==> src/rtl/node_heartbeat_liveness_monitor_macros.svh <==
// assertion helpers for the rtl file of the liveness monitor
`ifndef NODE_HEARTBEAT_LIVENESS_MONITOR_MACROS_SVH
`define NODE_HEARTBEAT_LIVENESS_MONITOR_MACROS_SVH

// same-cycle implication, sampled on clk_i, off while rst_ni is low
`define NHLM_ASSERT_IMP(lbl, ante, cons) \
  lbl: assert property (@(posedge clk_i) disable iff (!rst_ni) (ante) |-> (cons)) \
    else $error("liveness monitor check failed");

// next-cycle implication, sampled on clk_i, off while rst_ni is low
`define NHLM_ASSERT_NXT(lbl, ante, cons) \
  lbl: assert property (@(posedge clk_i) disable iff (!rst_ni) (ante) |=> (cons)) \
    else $error("liveness monitor check failed");

`endif

==> src/rtl/nhlm_pkg.sv <==
`default_nettype none

package nhlm_pkg;

  // slot table size
  localparam int NodeSlotsDefault = 7;

  // field widths
  localparam int IdW     = 29;
  localparam int LenW    = 4;
  localparam int PayW    = 24;
  localparam int ByteW   = 8;
  localparam int SlotW   = 3;
  localparam int MaskW   = 7;
  localparam int TimeW   = 32;
  localparam int CfgIdxW = 2;
  localparam int CfgDatW = 32;

  // configuration register indexes
  localparam logic [CfgIdxW-1:0] CfgStateIdBase   = 2'd0;
  localparam logic [CfgIdxW-1:0] CfgHeartbeatCode = 2'd1;
  localparam logic [CfgIdxW-1:0] CfgActiveCode    = 2'd2;
  localparam logic [CfgIdxW-1:0] CfgOfflineTmo    = 2'd3;

  // register reset values
  localparam logic [ByteW-1:0] ActiveCodeReset = 8'd1;
  localparam logic [TimeW-1:0] OfflineTmoReset = 32'd3000;

  // frame length limits
  localparam logic [LenW-1:0] MinFrameLen   = 4'd2;
  localparam logic [LenW-1:0] ResetReasonLen = 4'd3;

  // item modes
  localparam logic ModeFrame = 1'b0;
  localparam logic ModeTick  = 1'b1;

  typedef struct packed {
    logic            mode;
    logic [IdW-1:0]  frame_id;
    logic [LenW-1:0] frame_length;
    logic [PayW-1:0] payload_low;
  } in_item_t;

  typedef struct packed {
    logic             accepted;
    logic             changed;
    logic [SlotW-1:0] slot;
    logic [ByteW-1:0] status_byte;
    logic [ByteW-1:0] node_reason;
    logic [ByteW-1:0] node_reset_reason;
    logic [MaskW-1:0] newly_offline_mask;
    logic [MaskW-1:0] seen_mask;
    logic [MaskW-1:0] offline_mask;
    logic [MaskW-1:0] active_mask;
  } out_item_t;

endpackage

`default_nettype wire

==> src/rtl/node_heartbeat_liveness_monitor.sv <==
// Node liveness monitor. Each input item is either a received state frame or one time
// tick. A state frame whose identifier lies strictly between the configured base and
// base plus NODE_SLOTS, with a length of at least 2, updates that node's slot (state,
// reason, reset reason, last-seen time); a plain heartbeat from a known node keeps the
// stored reason bytes. A tick advances the time and marks offline every seen node that
// has been silent for at least the timeout. Every item returns exactly one result with
// the seen, offline and active masks after the update. The block takes one item per
// clock cycle while the output is not stalled; items pass through the input register
// and the result register, with all per-slot timeout compares done in parallel between
// them. The slot table is cleared by reset, so no item waits for a clearing pass. The
// user must write configuration only while no item is in flight; the block does not enforce it.
`default_nettype none

`include "node_heartbeat_liveness_monitor_macros.svh"

module node_heartbeat_liveness_monitor #(
  parameter int NodeSlots = nhlm_pkg::NodeSlotsDefault
) (
  input  wire logic                          clk_i,
  input  wire logic                          rst_ni,
  // item input
  input  wire logic                          in_valid_i,
  output logic                               in_stall_o,
  input  wire nhlm_pkg::in_item_t            in_item_i,
  // result output
  output logic                               out_valid_o,
  input  wire logic                          out_stall_i,
  output nhlm_pkg::out_item_t                out_item_o,
  // configuration writes
  input  wire logic                          cfg_valid_i,
  output logic                               cfg_ready_o,
  input  wire logic [nhlm_pkg::CfgIdxW-1:0]  cfg_index_i,
  input  wire logic [nhlm_pkg::CfgDatW-1:0]  cfg_data_i
);

  localparam int ByteW = nhlm_pkg::ByteW;
  localparam int TimeW = nhlm_pkg::TimeW;
  localparam int IdW   = nhlm_pkg::IdW;
  localparam int SlotW = nhlm_pkg::SlotW;
  localparam int MaskW = nhlm_pkg::MaskW;

  // configuration registers
  logic [IdW-1:0]   id_base_q;
  logic [ByteW-1:0] hb_code_q;
  logic [ByteW-1:0] act_code_q;
  logic [TimeW-1:0] tmo_q;

  // input register
  logic               s1_valid_q, s1_valid_d;
  nhlm_pkg::in_item_t s1_item_q;

  // result register
  logic                out_valid_q, out_valid_d;
  nhlm_pkg::out_item_t out_item_q, out_item_d;

  // slot table
  logic             seen_q   [NodeSlots];
  logic             seen_d   [NodeSlots];
  logic             off_q    [NodeSlots];
  logic             off_d    [NodeSlots];
  logic [ByteW-1:0] state_q  [NodeSlots];
  logic [ByteW-1:0] state_d  [NodeSlots];
  logic [ByteW-1:0] reason_q [NodeSlots];
  logic [ByteW-1:0] reason_d [NodeSlots];
  logic [ByteW-1:0] rstrsn_q [NodeSlots];
  logic [ByteW-1:0] rstrsn_d [NodeSlots];
  logic [TimeW-1:0] last_q   [NodeSlots];
  logic [TimeW-1:0] last_d   [NodeSlots];
  logic [TimeW-1:0] tick_q, tick_d;

  logic in_xfer;
  logic advance;
  logic work;

  // frame decode
  logic [IdW-1:0]   id_diff;
  logic             id_hit;
  logic             frame_ok;
  logic [SlotW-1:0] slot;
  logic [ByteW-1:0] fr_state;
  logic [ByteW-1:0] fr_reason;
  logic [ByteW-1:0] fr_rstrsn;
  logic             is_hb;
  logic [TimeW-1:0] tick_nx;

  // selected slot contents
  logic             sel_seen;
  logic             sel_off;
  logic [ByteW-1:0] sel_state;
  logic [ByteW-1:0] sel_reason;
  logic [ByteW-1:0] sel_rstrsn;

  logic             chg;
  logic [ByteW-1:0] st_reason;
  logic [ByteW-1:0] st_rstrsn;
  logic [MaskW-1:0] newly;
  logic [MaskW-1:0] seen_m;
  logic [MaskW-1:0] off_m;
  logic [MaskW-1:0] act_m;

  // handshakes
  assign advance     = !out_valid_q || !out_stall_i;
  assign in_stall_o  = s1_valid_q && !advance;
  assign in_xfer     = in_valid_i && !in_stall_o;
  assign work        = s1_valid_q && advance;
  assign cfg_ready_o = 1'b1;
  assign out_valid_o = out_valid_q;
  assign out_item_o  = out_item_q;

  // frame decode and selected slot read
  always_comb begin
    id_diff   = s1_item_q.frame_id - id_base_q;
    id_hit    = (s1_item_q.frame_id > id_base_q) && (id_diff < IdW'(NodeSlots));
    frame_ok  = (s1_item_q.mode == nhlm_pkg::ModeFrame) && id_hit &&
                (s1_item_q.frame_length >= nhlm_pkg::MinFrameLen);
    slot      = id_diff[SlotW-1:0];
    fr_state  = s1_item_q.payload_low[ByteW-1:0];
    fr_reason = s1_item_q.payload_low[2*ByteW-1:ByteW];
    fr_rstrsn = (s1_item_q.frame_length >= nhlm_pkg::ResetReasonLen) ?
                s1_item_q.payload_low[3*ByteW-1:2*ByteW] : '0;
    is_hb     = fr_reason == hb_code_q;
    tick_nx   = tick_q + TimeW'(1);

    sel_seen   = 1'b0;
    sel_off    = 1'b0;
    sel_state  = '0;
    sel_reason = '0;
    sel_rstrsn = '0;
    for (int n = 0; n < NodeSlots; n++) begin
      if (slot == SlotW'(n)) begin
        sel_seen   = seen_q[n];
        sel_off    = off_q[n];
        sel_state  = state_q[n];
        sel_reason = reason_q[n];
        sel_rstrsn = rstrsn_q[n];
      end
    end

    chg = !sel_seen || sel_off || (sel_state != fr_state) ||
          (!is_hb && ((sel_reason != fr_reason) || (sel_rstrsn != fr_rstrsn)));
    st_reason = (is_hb && sel_seen) ? sel_reason : fr_reason;
    st_rstrsn = (is_hb && sel_seen) ? sel_rstrsn : fr_rstrsn;
  end

  // table update
  always_comb begin
    tick_d = tick_q;
    newly  = '0;
    for (int n = 0; n < NodeSlots; n++) begin
      seen_d[n]   = seen_q[n];
      off_d[n]    = off_q[n];
      state_d[n]  = state_q[n];
      reason_d[n] = reason_q[n];
      rstrsn_d[n] = rstrsn_q[n];
      last_d[n]   = last_q[n];
    end
    if (work) begin
      if (s1_item_q.mode == nhlm_pkg::ModeTick) begin
        tick_d = tick_nx;
        for (int n = 1; n < NodeSlots; n++) begin
          if (seen_q[n] && !off_q[n] && ((tick_nx - last_q[n]) >= tmo_q)) begin
            off_d[n] = 1'b1;
            newly[n] = 1'b1;
          end
        end
      end else if (frame_ok) begin
        for (int n = 0; n < NodeSlots; n++) begin
          if (slot == SlotW'(n)) begin
            seen_d[n]   = 1'b1;
            off_d[n]    = 1'b0;
            state_d[n]  = fr_state;
            reason_d[n] = st_reason;
            rstrsn_d[n] = st_rstrsn;
            last_d[n]   = tick_q;
          end
        end
      end
    end
  end

  // masks after the update
  always_comb begin
    seen_m = '0;
    off_m  = '0;
    act_m  = '0;
    for (int n = 0; n < NodeSlots; n++) begin
      seen_m[n] = seen_d[n];
      off_m[n]  = seen_d[n] && off_d[n];
      act_m[n]  = seen_d[n] && !off_d[n] && (state_d[n] == act_code_q);
    end
  end

  // result build
  always_comb begin
    out_item_d = out_item_q;
    if (work) begin
      out_item_d.accepted           = frame_ok;
      out_item_d.changed            = frame_ok && chg;
      out_item_d.slot               = frame_ok ? slot : '0;
      out_item_d.status_byte        = frame_ok ? fr_state : '0;
      out_item_d.node_reason        = frame_ok ? st_reason : '0;
      out_item_d.node_reset_reason  = frame_ok ? st_rstrsn : '0;
      out_item_d.newly_offline_mask = newly;
      out_item_d.seen_mask          = seen_m;
      out_item_d.offline_mask       = off_m;
      out_item_d.active_mask        = act_m;
    end
  end

  // valid flags
  always_comb begin
    s1_valid_d = s1_valid_q;
    if (in_xfer) begin
      s1_valid_d = 1'b1;
    end else if (advance) begin
      s1_valid_d = 1'b0;
    end
    out_valid_d = advance ? s1_valid_q : out_valid_q;
  end

  // control, table and configuration registers
  always_ff @(posedge clk_i or negedge rst_ni) begin
    if (!rst_ni) begin
      s1_valid_q  <= 1'b0;
      out_valid_q <= 1'b0;
      tick_q      <= '0;
      id_base_q   <= '0;
      hb_code_q   <= '0;
      act_code_q  <= nhlm_pkg::ActiveCodeReset;
      tmo_q       <= nhlm_pkg::OfflineTmoReset;
      for (int n = 0; n < NodeSlots; n++) begin
        seen_q[n]   <= 1'b0;
        off_q[n]    <= 1'b0;
        state_q[n]  <= '0;
        reason_q[n] <= '0;
        rstrsn_q[n] <= '0;
        last_q[n]   <= '0;
      end
    end else begin
      s1_valid_q  <= s1_valid_d;
      out_valid_q <= out_valid_d;
      tick_q      <= tick_d;
      for (int n = 0; n < NodeSlots; n++) begin
        seen_q[n]   <= seen_d[n];
        off_q[n]    <= off_d[n];
        state_q[n]  <= state_d[n];
        reason_q[n] <= reason_d[n];
        rstrsn_q[n] <= rstrsn_d[n];
        last_q[n]   <= last_d[n];
      end
      if (cfg_valid_i && cfg_ready_o) begin
        case (cfg_index_i)
          nhlm_pkg::CfgStateIdBase:   id_base_q  <= cfg_data_i[IdW-1:0];
          nhlm_pkg::CfgHeartbeatCode: hb_code_q  <= cfg_data_i[ByteW-1:0];
          nhlm_pkg::CfgActiveCode:    act_code_q <= cfg_data_i[ByteW-1:0];
          nhlm_pkg::CfgOfflineTmo:    tmo_q      <= cfg_data_i[TimeW-1:0];
          default: ;
        endcase
      end
    end
  end

  // payload registers
  always_ff @(posedge clk_i) begin
    if (in_xfer) begin
      s1_item_q <= in_item_i;
    end
    out_item_q <= out_item_d;
  end

  // checks
  `NHLM_ASSERT_IMP(a_slot_zero_unused, 1'b1, !seen_q[0])
  `NHLM_ASSERT_IMP(a_changed_needs_accept, out_valid_o && out_item_o.changed,
                   out_item_o.accepted && (out_item_o.slot != '0))
  `NHLM_ASSERT_IMP(a_offline_subset_seen, out_valid_o,
                   ((out_item_o.offline_mask & ~out_item_o.seen_mask) == '0) &&
                   ((out_item_o.offline_mask & out_item_o.active_mask) == '0))
  `NHLM_ASSERT_IMP(a_newly_in_offline, out_valid_o,
                   ((out_item_o.newly_offline_mask & ~out_item_o.offline_mask) == '0))
  `NHLM_ASSERT_NXT(a_result_follows_work, work, out_valid_o)

endmodule

`default_nettype wire
==> config.mk <==
export PLATFORM = sky130hd
export DESIGN_NAME = node_heartbeat_liveness_monitor
export DESIGN_NICKNAME = d
export VERILOG_FILES = /design/src/rtl/nhlm_pkg.sv /design/src/rtl/node_heartbeat_liveness_monitor.sv
export VERILOG_INCLUDE_DIRS = /design/src /design/src/rtl
export SDC_FILE = /design/constraint.sdc
export NUM_CORES = 2
export LEC_CHECK = 0
export CAP_MARGIN = 20
export CORE_MARGIN = 1
export CORE_UTILIZATION = 35
export CTS_BUF_LIST = sky130_fd_sc_hd__clkbuf_8 sky130_fd_sc_hd__clkbuf_16
export DETAILED_ROUTE_END_ITERATION = 8
export DONT_BUFFER_PORTS = 1
export PLACE_DENSITY = 0.5
export SLEW_MARGIN = 20
export SYNTH_ARGS = -nofsm -noshare
export SYNTH_HDL_FRONTEND = slang
export SYNTH_SLANG_ARGS = --single-unit
==> constraint.sdc <==
create_clock -name clk_i -period 8.4 [get_ports clk_i]
set_input_delay 0.84 -clock clk_i [delete_from_list [all_inputs] [get_ports clk_i]]
set_output_delay 0.84 -clock clk_i [all_outputs]
set_load 0.05 [all_outputs]
# Word level (Yosys, flattened, before mapping)
# Index checks and enable logic that the tools add are counted.
dict set report classes {
  n_mux 83
  eq_ne 20
  n_reduce_logical 81
  n_lt_le_gt_ge 10
  n_addsub 8
  n_bitwise 1
}
# operator n
set ops {}
lappend ops {{$mux W8} 31}
lappend ops {{$ge A32 B32 Y1} 6}
lappend ops {{$sub A32 B32 Y32} 6}
lappend ops {{$mux W56} 3}
lappend ops {{$eq A8 B8 Y1} 8}
lappend ops {{$mux W1} 43}
lappend ops {{$logic_and A1 B1 Y1} 42}
lappend ops {{$mux W7} 5}
lappend ops {{$add A32 B1 Y32 const B} 1}
lappend ops {{$gt A29 B29 Y1} 1}
lappend ops {{$lt A29 B3 Y1 const B} 1}
lappend ops {{$sub A29 B29 Y29} 1}
lappend ops {{$reduce_and A4 Y1} 7}
lappend ops {{$ne A8 B8 Y1} 3}
lappend ops {{$logic_not A1 Y1} 19}
lappend ops {{$reduce_and A2 Y1} 5}
lappend ops {{$eq A3 B3 Y1 const B} 3}
lappend ops {{$ge A4 B2 Y1 const B} 2}
lappend ops {{$eq A3 B2 Y1 const B} 2}
lappend ops {{$mux W6} 1}
lappend ops {{$logic_or A1 B1 Y1} 5}
lappend ops {{$eq A2 B2 Y1 const B} 2}
lappend ops {{$eq A3 B1 Y1 const B} 1}
lappend ops {{$logic_not A3 Y1} 1}
lappend ops {{other kinds (4)} 4}
dict set report totals {
  output_inout_bits 60
  word_cells 265
  input_bits 97
  reg_bits 599
}

# Depth between registers and ports, before layout
dict set report depth {
  ltp_word 14
  depth_mapped 35
  ltp_nobuf 35
}

# Worst setup path before layout
# No wires, ideal clock.
dict set report synth_timing {
  kind {register to register}
  startpoint {register tick_q[0]}
  endpoint {register out_item_q (netlist bit out_item_o[4]) (data pin)}
  stages_incl_launch_ff 36
  t_arrival_ps 6262
  synth_period_minus_slack_ps 6442
  setup_slack_ps 1958
  path_buffers 0
  path_cell_list {dfrtp_1 ha_1 nand3_1 nor2_1 and3_1 and3_1 and3_1 and2_1 nand2_1 xnor2_1 ha_1 nand2_1 nor2_1 a311o_1 a211oi_1 nor2_1 o41ai_1 nor2_1 nor2_1 o21bai_1 a21oi_1 xnor2_1 ha_1 a21oi_1 nor2b_1 o21ai_0 nand2b_1 a21oi_1 nor2b_1 o21ai_0 nand2b_1 a21oi_1 a211o_1 nor2_1 or4_1 a221oi_1}
}
dict set report synth_between {
  elab_chain_cells 10
}
# element line
set synth_rtl {}
lappend synth_rtl {{start, declared} node_heartbeat_liveness_monitor.sv:69} ;# logic [TimeW-1:0] tick_q, tick_d;
lappend synth_rtl {{start signal, assigned} node_heartbeat_liveness_monitor.sv:242} ;# tick_q <= tick_d;
lappend synth_rtl {{$add A32 B1 Y32} node_heartbeat_liveness_monitor.sv:122} ;# tick_nx = tick_q + TimeW'(1);
lappend synth_rtl {{net tick_nx[14]} node_heartbeat_liveness_monitor.sv:84} ;# logic [TimeW-1:0] tick_nx;
lappend synth_rtl {{$sub A32 B32 Y32} node_heartbeat_liveness_monitor.sv:161} ;# if (seen_q[n] && !off_q[n] && ((tick_nx - last_q[n]) >= tmo_q)) begin
lappend synth_rtl {{$ge A32 B32 Y1} node_heartbeat_liveness_monitor.sv:161}
lappend synth_rtl {{$logic_and A1 B1 Y1} node_heartbeat_liveness_monitor.sv:161}
lappend synth_rtl {{$mux W1} node_heartbeat_liveness_monitor.sv:161}
lappend synth_rtl {{$mux W6} node_heartbeat_liveness_monitor.sv:158} ;# if (s1_item_q.mode == nhlm_pkg::ModeTick) begin
lappend synth_rtl {{$mux W7} node_heartbeat_liveness_monitor.sv:157} ;# if (work) begin
lappend synth_rtl {{$logic_not A1 Y1} node_heartbeat_liveness_monitor.sv:189} ;# act_m[n] = seen_d[n] && !off_d[n] && (state_d[n] == act_code_q);
lappend synth_rtl {{$logic_and A1 B1 Y1 (2 in series)} node_heartbeat_liveness_monitor.sv:189}
lappend synth_rtl {{net act_m[4]} node_heartbeat_liveness_monitor.sv:99} ;# logic [MaskW-1:0] act_m;
lappend synth_rtl {{end signal, assigned} node_heartbeat_liveness_monitor.sv:268} ;# out_item_q <= out_item_d;
lappend synth_rtl {{end, declared} node_heartbeat_liveness_monitor.sv:54} ;# nhlm_pkg::out_item_t out_item_q, out_item_d;
# The timed path passes the listed nets, and every way through them passes these cells.
# A chain may end at the register's enable or synchronous reset.

# Worst setup path in the final report
dict set report layout_timing {
  startpoint {register tick_q[0]}
  endpoint {register out_item_q (netlist bit out_item_o[5]) (data pin)}
}
# Same word-level chain as after synthesis.

==> impl_metrics.env <==
export IMPL_outcome="finished clean"
export IMPL_synth_edf_count=114
export IMPL_die_area_um2=118000
export IMPL_slew_headroom_pct=28.0
export IMPL_synthFlopType="dfrtp_1"
export IMPL_place_congestion=0.900
export IMPL_switching_share_pct=43.5
export IMPL_final_min_clock_period_ns=7.83
export IMPL_max_cap_viol_count=0
export IMPL_grt_max_degree=267
export IMPL_required_ns=8.91
export IMPL_port_buffers=0
export IMPL_post_route_period_util_pct=93.2
export IMPL_multi_input_area_um2=23400
export IMPL_clock_path_buffers=3
export IMPL_drc=0
export IMPL_yosys_area_top_type_share_pct=29.3
export IMPL_arrival_ns=8.34
export IMPL_dpl_hpwl_um=101000
export IMPL_fin_area_um2=45200
export IMPL_synth_net_count=5029
export IMPL_startpoint_type="flop"
export IMPL_hold_viol=0
export IMPL_rows=124
export IMPL_p_switching_uw=6970
export IMPL_r2r_end="out_item_o[5]$_DFFE_PP_"
export IMPL_internal_power_uw=9060
export IMPL_yosysSeqAreaShare_pct=38.2
export IMPL_drive_above_1_share_pct=9.01
export IMPL_finClkSkew_ns=0.0397
export IMPL_regArea_um2=15600
export IMPL_postPlaceCellArea_um2=42400
export IMPL_core_region_area_um2=115000
export IMPL_syn_avg_cell_area_um2=9.02
export IMPL_busiest_layer="met2"
export IMPL_synth_distinct_cells=97
export IMPL_cts_root_buf="clkbuf_16"
export IMPL_regToRegSetupSlack_ns=0.57
export IMPL_initial_core_util_pct=35.5
export IMPL_r2r_cells=29
export IMPL_cpMostUsedCell="and3_1"
export IMPL_cts_buffers=74
export IMPL_met2_usage_pct=39.6
export IMPL_post_drt_wl_per_cell_um=23.2
export IMPL_cp_startpoint="tick_q[0]$_DFFE_PN0P_"
export IMPL_totalWireLength_um=140000
export IMPL_p_seq_share_pct=20.6
export IMPL_power_frac_comb_pct=58.5
export IMPL_die_x_um=343
export IMPL_slowest_delay_ns=0.61
export IMPL_met1_usage_pct=32.1
export IMPL_areaGrowthSynthToFinish_pct=10.9
export IMPL_syn_inst=4517
export IMPL_fmax_mhz=128
export IMPL_fp_dieH_um=343
export IMPL_leakage_uw=0.0212
export IMPL_ioPinCount=157
export IMPL_yosysWarningCount=0
export IMPL_ys_seq_elements=599
export IMPL_crit_slowest_cell="a311oi_1"
export IMPL_grt_overflow_total=0
export IMPL_cts_tree="yes"
export IMPL_antenna_found_initial=13
export IMPL_cts_setup_buffers=0
export IMPL_drt_iter0_markers=2492
export IMPL_vias=32754
export IMPL_clkSlewWorstSetupHoldPaths_ns=0.06
export IMPL_hold_class="in -> async"
export IMPL_met3_usage_pct=4.17
export IMPL_grt_total_usage_pct=23.9
export IMPL_grt_pass1_wl_um=212000
export IMPL_endpoint_kind="flop"
export IMPL_insertion_delay_ns=0.68
export IMPL_cts_sinks=599
export IMPL_peakVddDrop_mv=0.183
export IMPL_whs_ns=0.0680
export IMPL_crit_fanout=14
export IMPL_via_per_inst=5.41
export IMPL_final_setup_viol_count=0
export IMPL_async_flop_share_pct=81.0
export IMPL_antenna_left=0
export IMPL_final_common_cell="nand2_1"
export IMPL_setup_tns_ns=0
export IMPL_mostFrequentLayoutCells="nand2_1, dfrtp_1, ha_1"
export IMPL_synthesis_area_um2=40700
export IMPL_powerDensity_nw_per_um2=355
export IMPL_worstReg2RegStart="tick_q[0]$_DFFE_PN0P_"
export IMPL_layout_nets=4992
export IMPL_worst_setup_path_type="reg -> reg"
export IMPL_cts_max_level=3
export IMPL_netlist_top_cells_area="dfrtp_1, ha_1, edfxtp_1"
export IMPL_slew_violations=0
export IMPL_rsz0062_at_grt="false"
export IMPL_tightest_slew_ns=1.08
export IMPL_first_pass_iters=8
export IMPL_fillerInstances=11720
export IMPL_synth_area_leader_cell="dfrtp_1"
export IMPL_p_clk_share_pct=20.9
export IMPL_grt_pass1_vias=32303
metal layers:
layer	up-vias	wire (µm)
met5	-	141
met4	20	3060
met2	810	65700
met3	177	7780
li1	15736	-
met1	16011	63700
worst max-delay path, delay by kind of cell, from the launching register on:
kind,cells,cell delay [ns]
buffers and inverters,1,0.22
AND/OR/NAND/NOR,10,2.19
adder cells (fa/ha/maj),2,0.58
AO/OA/AOI/OAI,14,3.61
XOR/XNOR,2,0.69
flip-flops,1,0.35
per-stage QoR:
step                cells  power, µW  worst slack, ns  utilization (%)
floorplan            4517       9950             1.96                -
global placement     5909      12500            0.634             37.0
detailed placement   5909      12500            0.536             37.0
CTS                  6049      16100            0.469             39.2
global route         6054      17300            0.107             39.3
finish               6056      16000            0.572             39.4
what timing repair did:
action                     4_1_cts  5_1_grt
hold endpoints to repair       266       19
resized for setup                0        3
setup endpoints to repair        0        2
hold buffers                     3        1
final cells by class:
type	instances	area share, %
clock inverter	50	1.07
antenna	3	0.0166
inverter	310	2.58
sequential	599	34.5
tap	1512	4.19
timing repair buffer	72	1.43
clock buffer	87	4.57
multi-input combinational	3423	51.7
worst max-delay path by stage:
| stage | to | cells past startpoint |
|---|---|---|
| 5_1_grt | out_item_o[5]$_DFFE_PP_ | 28 |
| 6_report | out_item_o[5]$_DFFE_PP_ | 29 |
| 4_1_cts | out_item_o[3]$_DFFE_PP_ | 28 |
| 3_3_place_gp | out_item_o[3]$_DFFE_PP_ | 28 |
| 3_5_place_dp | out_item_o[3]$_DFFE_PP_ | 28 |
| 2_1_floorplan | out_item_o[4]$_DFFE_PP_ | 35 |
power by group through the flow:
stage	sequential, µW	combinational (µW)	clock (µW)
global placement	3360	9170	0
floorplan	3270	6680	0
CTS	3310	9310	3430
global route	3320	10500	3540
finish	3310	9370	3350
detailed placement	3360	9180	0
registers in the layout, indices dropped and copies added (netlist names), 29 cells and up:
signal / flops
state_q: 56
id_base_q: 29
reason_q: 56
out_item_o: 56
rstrsn_q: 56
tmo_q: 32
last_q: 192
s1_item_q: 42
tick_q: 32
logic make-up (layout without fill, tap and decap cells):
| logic type | count (synthesis) | after routing | share of synthesized area, % |
|---|---|---|---|
| and+or+nand+nor | 1517 | 1517 | 17.0 |
| other | 2 | 5 | 0.0184 |
| xor gates and xnor gates | 300 | 300 | 6.45 |
| AOI/OAI and AO/OA | 1014 | 1014 | 15.9 |
| DFF | 599 | 599 | 38.2 |
| muxes | 175 | 175 | 4.79 |
| buffers and inverters | 495 | 519 | 4.72 |
| adders and majority gates | 415 | 415 | 12.9 |
synth_stat cells (27+ instances only):
| cell type | n |
|---|---|
| nor3_1 | 57 |
| inv_1 | 306 |
| nand3_1 | 91 |
| xor2_1 | 81 |
| and2_1 | 34 |
| nor2_1 | 260 |
| edfxtp_1 | 114 |
| a221oi_1 | 28 |
| or3_1 | 27 |
| nand4_1 | 63 |
| nor2b_1 | 53 |
| dfrtp_1 | 477 |
| and3_1 | 56 |
| nand2b_1 | 46 |
| a21o_1 | 131 |
| clkbuf_1 | 138 |
| o21a_1 | 48 |
| ha_1 | 408 |
| a21oi_1 | 217 |
| nand2_1 | 753 |
| xnor2_1 | 219 |
| a31oi_1 | 32 |
| mux2_2 | 149 |
| o21ai_0 | 329 |
Note: power is estimated with default switching activity, not from simulation.
